`src/rtl/lpmd_pkg.sv`:
```
`timescale 1ns / 1ps

package lpmd_pkg;

    typedef enum logic [1:0] {
        KIND_PAYLOAD   = 2'd0,
        KIND_EMPTY     = 2'd1,
        KIND_MALFORMED = 2'd2,
        KIND_OVERSIZE  = 2'd3
    } kind_t;

    // one result word as it leaves the block
    typedef struct packed {
        kind_t       kind;
        logic [7:0]  data;
        logic [7:0]  msg_type;
        logic [7:0]  msg_flags;
        logic [15:0] channel;
        logic        last;
    } res_t;

    localparam logic [31:0] MAX_BLOCK_SIZE_RESET = 32'd1048576;
    localparam logic [1:0]  HEADER_LAST_INDEX    = 2'd3;

endpackage

```
`src/rtl/lpmd_frame.sv`:
```
`timescale 1ns / 1ps

module lpmd_frame #(
    parameter int LENGTH_BITS = 32
) (
    input  logic               clk,
    input  logic               rst_n,
    input  logic [31:0]        max_block_size,
    input  logic               step,
    input  logic [7:0]         stream_byte,
    output logic               res_valid,
    output lpmd_pkg::res_t     res
);

    localparam int PREFIX_BYTES = (LENGTH_BITS + 7) / 8;
    localparam logic [1:0] PREFIX_LAST = 2'(PREFIX_BYTES - 1);

    typedef enum logic [1:0] {
        PH_LENGTH,
        PH_HEADER,
        PH_PAYLOAD,
        PH_HALTED
    } phase_t;

    phase_t                 phase_reg, phase_next;
    logic [1:0]             field_index_reg, field_index_next;
    logic [LENGTH_BITS-1:0] length_accum_reg, length_accum_next;
    logic [LENGTH_BITS-1:0] body_left_reg, body_left_next;
    logic [7:0]             held_type_reg, held_type_next;
    logic [7:0]             held_flags_reg, held_flags_next;
    logic [15:0]            held_channel_reg, held_channel_next;

    logic [LENGTH_BITS+7:0] acc_wide;
    logic [LENGTH_BITS-1:0] acc;
    logic [LENGTH_BITS-1:0] body_dec;
    logic                   body_done;

    always_comb
    begin
        acc_wide  = {length_accum_reg, stream_byte};
        acc       = acc_wide[LENGTH_BITS-1:0];
        body_dec  = body_left_reg - LENGTH_BITS'(1);
        body_done = (body_left_reg == LENGTH_BITS'(1));

        phase_next        = phase_reg;
        field_index_next  = field_index_reg;
        length_accum_next = length_accum_reg;
        body_left_next    = body_left_reg;
        held_type_next    = held_type_reg;
        held_flags_next   = held_flags_reg;
        held_channel_next = held_channel_reg;

        res_valid     = 1'b0;
        res           = '0;
        res.kind      = lpmd_pkg::KIND_PAYLOAD;

        if (step)
        begin
            case (phase_reg)
                PH_LENGTH:
                begin
                    length_accum_next = acc;
                    if (field_index_reg != PREFIX_LAST)
                    begin
                        field_index_next = field_index_reg + 2'd1;
                    end
                    else
                    begin
                        field_index_next = 2'd0;
                        if (32'(acc) > max_block_size)
                        begin
                            phase_next = PH_HALTED;
                            res_valid  = 1'b1;
                            res.kind   = lpmd_pkg::KIND_OVERSIZE;
                            res.last   = 1'b1;
                        end
                        else
                        begin
                            body_left_next    = acc;
                            length_accum_next = '0;
                            if (acc == '0)
                            begin
                                res_valid = 1'b1;
                                res.kind  = lpmd_pkg::KIND_MALFORMED;
                                res.last  = 1'b1;
                            end
                            else
                            begin
                                phase_next = PH_HEADER;
                            end
                        end
                    end
                end
                PH_HEADER:
                begin
                    case (field_index_reg)
                        2'd0:    held_type_next  = stream_byte;
                        2'd1:    held_flags_next = stream_byte;
                        2'd2:    held_channel_next = {stream_byte, held_channel_reg[7:0]};
                        default: held_channel_next = {held_channel_reg[15:8], stream_byte};
                    endcase
                    body_left_next = body_dec;
                    if (body_done)
                    begin
                        phase_next       = PH_LENGTH;
                        field_index_next = 2'd0;
                        res_valid        = 1'b1;
                        res.last         = 1'b1;
                        if (field_index_reg == lpmd_pkg::HEADER_LAST_INDEX)
                        begin
                            res.kind      = lpmd_pkg::KIND_EMPTY;
                            res.msg_type  = held_type_reg;
                            res.msg_flags = held_flags_reg;
                            res.channel   = {held_channel_reg[15:8], stream_byte};
                        end
                        else
                        begin
                            res.kind = lpmd_pkg::KIND_MALFORMED;
                        end
                    end
                    else if (field_index_reg == lpmd_pkg::HEADER_LAST_INDEX)
                    begin
                        field_index_next = 2'd0;
                        phase_next       = PH_PAYLOAD;
                    end
                    else
                    begin
                        field_index_next = field_index_reg + 2'd1;
                    end
                end
                PH_PAYLOAD:
                begin
                    body_left_next = body_dec;
                    res_valid      = 1'b1;
                    res.kind       = lpmd_pkg::KIND_PAYLOAD;
                    res.data       = stream_byte;
                    res.msg_type   = held_type_reg;
                    res.msg_flags  = held_flags_reg;
                    res.channel    = held_channel_reg;
                    res.last       = body_done;
                    if (body_done)
                    begin
                        phase_next = PH_LENGTH;
                    end
                end
                default:
                begin
                    // halted: bytes are swallowed until reset
                end
            endcase
        end
    end

    always_ff @(posedge clk or negedge rst_n)
    begin
        if (!rst_n)
        begin
            phase_reg        <= PH_LENGTH;
            field_index_reg  <= 2'd0;
            length_accum_reg <= '0;
            body_left_reg    <= '0;
            held_type_reg    <= 8'd0;
            held_flags_reg   <= 8'd0;
            held_channel_reg <= 16'd0;
        end
        else
        begin
            phase_reg        <= phase_next;
            field_index_reg  <= field_index_next;
            length_accum_reg <= length_accum_next;
            body_left_reg    <= body_left_next;
            held_type_reg    <= held_type_next;
            held_flags_reg   <= held_flags_next;
            held_channel_reg <= held_channel_next;
        end
    end

`ifndef NO_ASSERTIONS
    a_halt_sticks: assert property (@(posedge clk) disable iff (!rst_n)
        phase_reg == PH_HALTED |=> phase_reg == PH_HALTED)
        else $error("left halted phase without reset");

    a_oversize_halts: assert property (@(posedge clk) disable iff (!rst_n)
        res_valid && res.kind == lpmd_pkg::KIND_OVERSIZE |=> phase_reg == PH_HALTED)
        else $error("oversize word did not halt the deframer");

    a_non_payload_last: assert property (@(posedge clk) disable iff (!rst_n)
        res_valid && res.kind != lpmd_pkg::KIND_PAYLOAD |-> res.last)
        else $error("status word without last");
`endif

endmodule

```
`src/rtl/lpmd_obuf.sv`:
```
`timescale 1ns / 1ps

module lpmd_obuf (
    input  logic           clk,
    input  logic           rst_n,
    input  logic           push,
    input  lpmd_pkg::res_t push_res,
    output logic           room,
    output logic           out_valid,
    input  logic           out_stall,
    output lpmd_pkg::res_t out_res
);

    logic [1:0]     count_reg, count_next;
    lpmd_pkg::res_t head_reg, head_next;
    lpmd_pkg::res_t skid_reg, skid_next;
    logic           pop;

    assign out_valid = (count_reg != 2'd0);
    assign out_res   = head_reg;
    assign room      = (count_reg != 2'd2);
    assign pop       = out_valid && !out_stall;

    always_comb
    begin
        count_next = count_reg + {1'b0, push} - {1'b0, pop};
        head_next  = head_reg;
        skid_next  = skid_reg;
        if (pop)
        begin
            if (count_reg == 2'd2)
            begin
                head_next = skid_reg;
            end
            else
            begin
                head_next = push_res;
            end
        end
        else if (count_reg == 2'd0)
        begin
            head_next = push_res;
        end
        if (push && !pop && count_reg == 2'd1)
        begin
            skid_next = push_res;
        end
    end

    always_ff @(posedge clk or negedge rst_n)
    begin
        if (!rst_n)
        begin
            count_reg <= 2'd0;
        end
        else
        begin
            count_reg <= count_next;
        end
    end

    always_ff @(posedge clk)
    begin
        head_reg <= head_next;
        skid_reg <= skid_next;
    end

`ifndef NO_ASSERTIONS
    a_no_overflow: assert property (@(posedge clk) disable iff (!rst_n)
        !(push && count_reg == 2'd2))
        else $error("write into full result buffer");

    a_count_range: assert property (@(posedge clk) disable iff (!rst_n)
        count_reg != 2'd3)
        else $error("result buffer count out of range");

    a_hold_while_stalled: assert property (@(posedge clk) disable iff (!rst_n)
        out_valid && out_stall |=> out_valid && $stable(out_res))
        else $error("result word changed while stalled");
`endif

endmodule

```
`src/rtl/length_prefixed_message_deframer.sv`:
```
`timescale 1ns / 1ps

// channel   dir  handshake             word
// in        in   in_valid / in_stall   stream_byte
// out       out  out_valid / out_stall kind, data, msg_type, msg_flags, channel, last
// cfg       in   cfg_wr_en             cfg_wr_data (max_block_size)
//
// one word per cycle in, one result per cycle out, sustained while out_stall stays low
// a word is held in the input register, then the frame logic writes its
// result (if any) into a two-entry output buffer, which drives out_valid
// in_stall rises only when the input register holds a word and the output buffer is full
// reset clears framing state, buffer and max_block_size (1048576); no clearing pass
// after an oversize length every word is dropped until reset

module length_prefixed_message_deframer #(
    parameter int LENGTH_BITS = 32
) (
    input  logic        clk,
    input  logic        rst_n,
    input  logic        cfg_wr_en,
    input  logic [31:0] cfg_wr_data,
    input  logic        in_valid,
    output logic        in_stall,
    input  logic [7:0]  stream_byte,
    output logic        out_valid,
    input  logic        out_stall,
    output logic [1:0]  kind,
    output logic [7:0]  data,
    output logic [7:0]  msg_type,
    output logic [7:0]  msg_flags,
    output logic [15:0] channel,
    output logic        last
);

    // configuration register
    logic [31:0] max_block_size_reg;

    // input register stage
    logic        in_valid_reg, in_valid_next;
    logic [7:0]  in_byte_reg;
    logic        in_accept;

    // frame step and result path
    logic           room;
    logic           step;
    logic           res_valid;
    lpmd_pkg::res_t res;
    lpmd_pkg::res_t out_res;

    // the input register moves on whenever the buffer has a free entry
    assign step      = in_valid_reg && room;
    assign in_stall  = in_valid_reg && !room;
    assign in_accept = in_valid && !in_stall;

    always_comb
    begin
        in_valid_next = in_valid_reg;
        if (in_accept)
        begin
            in_valid_next = 1'b1;
        end
        else if (step)
        begin
            in_valid_next = 1'b0;
        end
    end

    always_ff @(posedge clk or negedge rst_n)
    begin
        if (!rst_n)
        begin
            max_block_size_reg <= lpmd_pkg::MAX_BLOCK_SIZE_RESET;
            in_valid_reg       <= 1'b0;
        end
        else
        begin
            if (cfg_wr_en)
            begin
                max_block_size_reg <= cfg_wr_data;
            end
            in_valid_reg <= in_valid_next;
        end
    end

    // byte holds while stalled, loads on accept
    always_ff @(posedge clk)
    begin
        if (in_accept)
        begin
            in_byte_reg <= stream_byte;
        end
    end

    lpmd_frame #(
        .LENGTH_BITS(LENGTH_BITS)
    ) u_frame (
        .clk            (clk),
        .rst_n          (rst_n),
        .max_block_size (max_block_size_reg),
        .step           (step),
        .stream_byte    (in_byte_reg),
        .res_valid      (res_valid),
        .res            (res)
    );

    lpmd_obuf u_obuf (
        .clk       (clk),
        .rst_n     (rst_n),
        .push      (res_valid),
        .push_res  (res),
        .room      (room),
        .out_valid (out_valid),
        .out_stall (out_stall),
        .out_res   (out_res)
    );

    // unpack the result word onto its ports
    assign kind      = out_res.kind;
    assign data      = out_res.data;
    assign msg_type  = out_res.msg_type;
    assign msg_flags = out_res.msg_flags;
    assign channel   = out_res.channel;
    assign last      = out_res.last;

endmodule

```
`config.mk`:
```
export PLATFORM = sky130hd
export DESIGN_NAME = length_prefixed_message_deframer
export DESIGN_NICKNAME = d
export VERILOG_FILES = /design/src/rtl/lpmd_pkg.sv /design/src/rtl/lpmd_frame.sv /design/src/rtl/lpmd_obuf.sv /design/src/rtl/length_prefixed_message_deframer.sv
export SDC_FILE = /design/constraint.sdc
export NUM_CORES = 1
export LEC_CHECK = 0
export BUFFER_PORTS_ARGS = -buffer_cell sky130_fd_sc_hd__buf_2
export CAP_MARGIN = 20
export CORE_UTILIZATION = 45
export DETAILED_ROUTE_END_ITERATION = 10
export GPL_ROUTABILITY_DRIVEN = 1
export SYNTH_ARGS = -nofsm -noshare
export SYNTH_HDL_FRONTEND = slang
export SYNTH_SLANG_ARGS = --single-unit
```
`constraint.sdc`:
```
create_clock -name clk -period 5.1 [get_ports clk]
set_clock_uncertainty 0.15 [all_clocks]
set_input_delay 1.02 -clock clk [delete_from_list [all_inputs] [get_ports clk]]
set_output_delay 1.02 -clock clk [all_outputs]
set_load 0.05 [all_outputs]
```
==> results.cfg <==
[synthesis]
synth_area_leaders = dfrtp_1, edfxtp_1, ha_1
dominantRegCellSynth = dfrtp_1
syn_area_mm2 = 0.0105
yosysTopAreaCell = dfrtp_1
synth.avg_cell_area_um2 = 11.2
synth_top_area_share_pct = 30.2
synthArstFlopShare_pct = 57.5
seq_area_frac_synth_pct = 57.4
synth_cell_types = 60
synthCells = 930
syn_nets = 1021
yosys_register_bits = 221
yosysWarnings = 0
synth-edff-count = 94

[cells_and_area]
layout.nets = 1097
layout-drive-gt1-share_pct = 19.9
finish.utilization_pct = 52.6
final_cells = 1310
syn2layout_area_growth_pct = 14.2
nFillCells = 2044
final_area_mm2 = 0.0119
antennaDiodeCount = 0

[timing]
min_period_ns = 3.98
finalMaxSlewViolations = 0
tightest_slew_ns = 0.962
setup_ws_ns = 1.12
hold_viol = 0
fin_setup_tns_ns = 0
finalCritPeriodShare_pct = 78.1
setup_viol = 0
rsz0062_at_grt = no
max_freq_mhz = 251
relSlewSlack_pct = 35.7

[cts]
clock_sinks = 221
tritoncts = done
clk_path_buf_depth = 3
clk_latency_ns = 0.54
cts_inserted_buffers = 25
cts-htree-levels = 1
post_cts_buffers = 0
cts_resized = 0
cts_root_buf = clkbuf_16
clkTransAtPathRegs_ns = 0.06
cts_hold_buf = 0

[global_routing]
track_usage_pct = 20.1
grt_max_degree = 67
antenna_found_initial = 0
grt-ovfl-total = 0
grt_pass1_wl_um = 38000
grt_pass1_vias = 6915

[placement]
dp_cells = 1264
gp_congestion = 0.863
dpl.hpwl_um = 15400
numPortBuffers = 89
postPlaceCellArea_mm2 = 0.0111
pre_cts_slack_ns = 1.17

[detailed_routing]
via_count = 7162
drc = 0
wl_per_cell_um = 17.7
via_per_inst = 5.47
antenna_left = 0
drtIter0Drc = 456
dr.pass1.iters = 5
routed_wl_um = 23200

[setup_path]
ff2ff_path_depth = 9
cp_cell_sequence = ha_1, nand4_1, or4_1, a41oi_1, o211a_1, o21ai_0, a21oi_1, and4b_2, buf_4
cp_slowest_stage_delay_ns = 0.58
worst_setup_path_start_kind = flip-flop
required_ns = 5.14
cp_data_arrival_time_ns = 4.02
path_class = flip-flop to flip-flop
cpMaxStageDelayCell = or4_1
worst_setup_path_end_kind = flip-flop
cp_max_fo = 30

[hold_path]
holdPathStages = 2
hold_path.class = flip-flop to flip-flop

[run]
max_cap_violations = 0

[pwr]
comb_power_share_pct = 35.7
p_int_mw = 4.41
power_density_mw_per_mm2 = 608
vdd_drop_max_mv = 0.337
clockPowerShare_pct = 24.8
p_leak_nw = 5.35
p_seq_share_pct = 39.4
p_sw_share_pct = 39.3
switching_power_mw = 2.85

[floorplanning]
num_io_pins = 90
dieArea_mm2 = 0.0238
fp.dieH_um = 154
die_w_um = 154
initial_utilization_pct = 46.0
rows = 55
core_mm2 = 0.0227

[run_status]
status = finished, final reports clean
## through the flow
stage	hold WS, ns	power (mW)
after floorplan	0.292	4.80
after global placement	0.305	5.47
after detailed placement	0.312	5.50
after CTS	0.326	7.31
after global routing	0.346	7.74
final	0.323	7.26
## path summary, 6_finish.rpt
path	from	endpoint	slack (ns)
worst max-delay path	u_frame.length_accum_reg[23]	u_obuf.skid_reg[28]	1.12
worst min-delay path	u_frame.held_channel_reg[8]	u_frame.held_channel_reg[8]	0.32
worst max register to register	u_frame.length_accum_reg[23]	u_obuf.skid_reg[28]	1.12
worst min register to register	u_frame.held_channel_reg[8]	u_frame.held_channel_reg[8]	0.32
max in group asynchronous	rst_n	u_frame.held_channel_reg[2]	3.33
min in group asynchronous	rst_n	max_block_size_reg[30]	0.44
## layer usage
metal / vias to the layer above / global-route usage (%) / share of wire [%] / wire (um)
li1: 3549 / - / - / -
met1: 3396 / 28.9 / 49 / 11200
met2: 175 / 31.2 / 44 / 10300
met3: 42 / 2.72 / 4.2 / 967
met4: 0 / 6.98 / 2.8 / 643
met5: - / 0 / 0 / 0
## layout make-up
type,instances,area (um2),share of cell area (%)
clock inverter,13,149,1.25
tap,285,357,2.99
multi-input combinational,608,4050,33.9
clock buffer,33,666,5.57
inverter,50,188,1.57
sequential,221,6000,50.3
timing repair buffer,100,531,4.44
## cells in the final DEF (no fill, tap or decap), drive strengths merged, types with 9 or more instances in the layout
| master | instances |
|---|---|
| clkinv | 9 |
| a22o | 24 |
| edfxtp | 94 |
| a21oi | 26 |
| clkbuf | 33 |
| ha | 46 |
| o211ai | 12 |
| nand3 | 20 |
| dfrtp | 126 |
| inv | 51 |
| nor2 | 28 |
| a22oi | 10 |
| and3 | 11 |
| buf | 100 |
| and2 | 27 |
| nand4 | 14 |
| mux2 | 13 |
| o21ai | 75 |
| nor4 | 26 |
| or3 | 16 |
| nand2 | 114 |
| nor3 | 18 |
| nand2b | 12 |
| mux2i | 10 |
| a21o | 43 |
## worst max-delay path, delay by kind of cell (launching register included)
kind / cells / cell delay [ns]
flip-flops: 1 / 0.45
AO/OA/AOI/OAI: 4 / 1.02
AND/OR/NAND/NOR: 3 / 1.24
buffers and inverters: 1 / 0.42
adder cells (fa/ha/maj): 1 / 0.34
## power by group through the flow
stage                     combinational [mW]  clock [mW]  sequential [mW]
after floorplan                         1.70           0             3.10
after global routing                    2.89        1.91             2.93
after detailed placement                2.60           0             2.89
final                                   2.59        1.80             2.86
after CTS                               2.62        1.83             2.86
after global placement                  2.59           0             2.88
## cells in the mapped netlist, types with 6 or more instances
cell type    n
a211o_1      6
a21o_1      25
a21o_2      18
a21oi_1     25
a22o_1      24
a22oi_1     10
a2bb2oi_1    7
and2_1       7
and2_4      20
and3_1      11
buf_2        9
clkbuf_1    38
dfrtp_1    126
edfxtp_1    94
ha_1        46
inv_1       50
mux2_2      13
mux2i_1     10
nand2_1    113
nand2b_1    12
nand3_1     20
nand4_1     14
nor2_1      26
nor3_1      18
nor4_1      23
o211ai_1    12
o21ai_0     74
o22ai_1      7
or3_1       16
## cell families (layout without fill, tap and decap cells)
family | after synthesis | in the layout | share of synthesized area [%]
buf+inv | 101 | 196 | 3.95
mux | 23 | 23 | 2.36
fa+ha+maj | 46 | 46 | 5.51
simple gates | 302 | 302 | 15.3
compound gates | 235 | 235 | 15.3
flops | 221 | 221 | 57.4
xor+xnor | 2 | 2 | 0.168
Power figures use the tool's default switching activity.
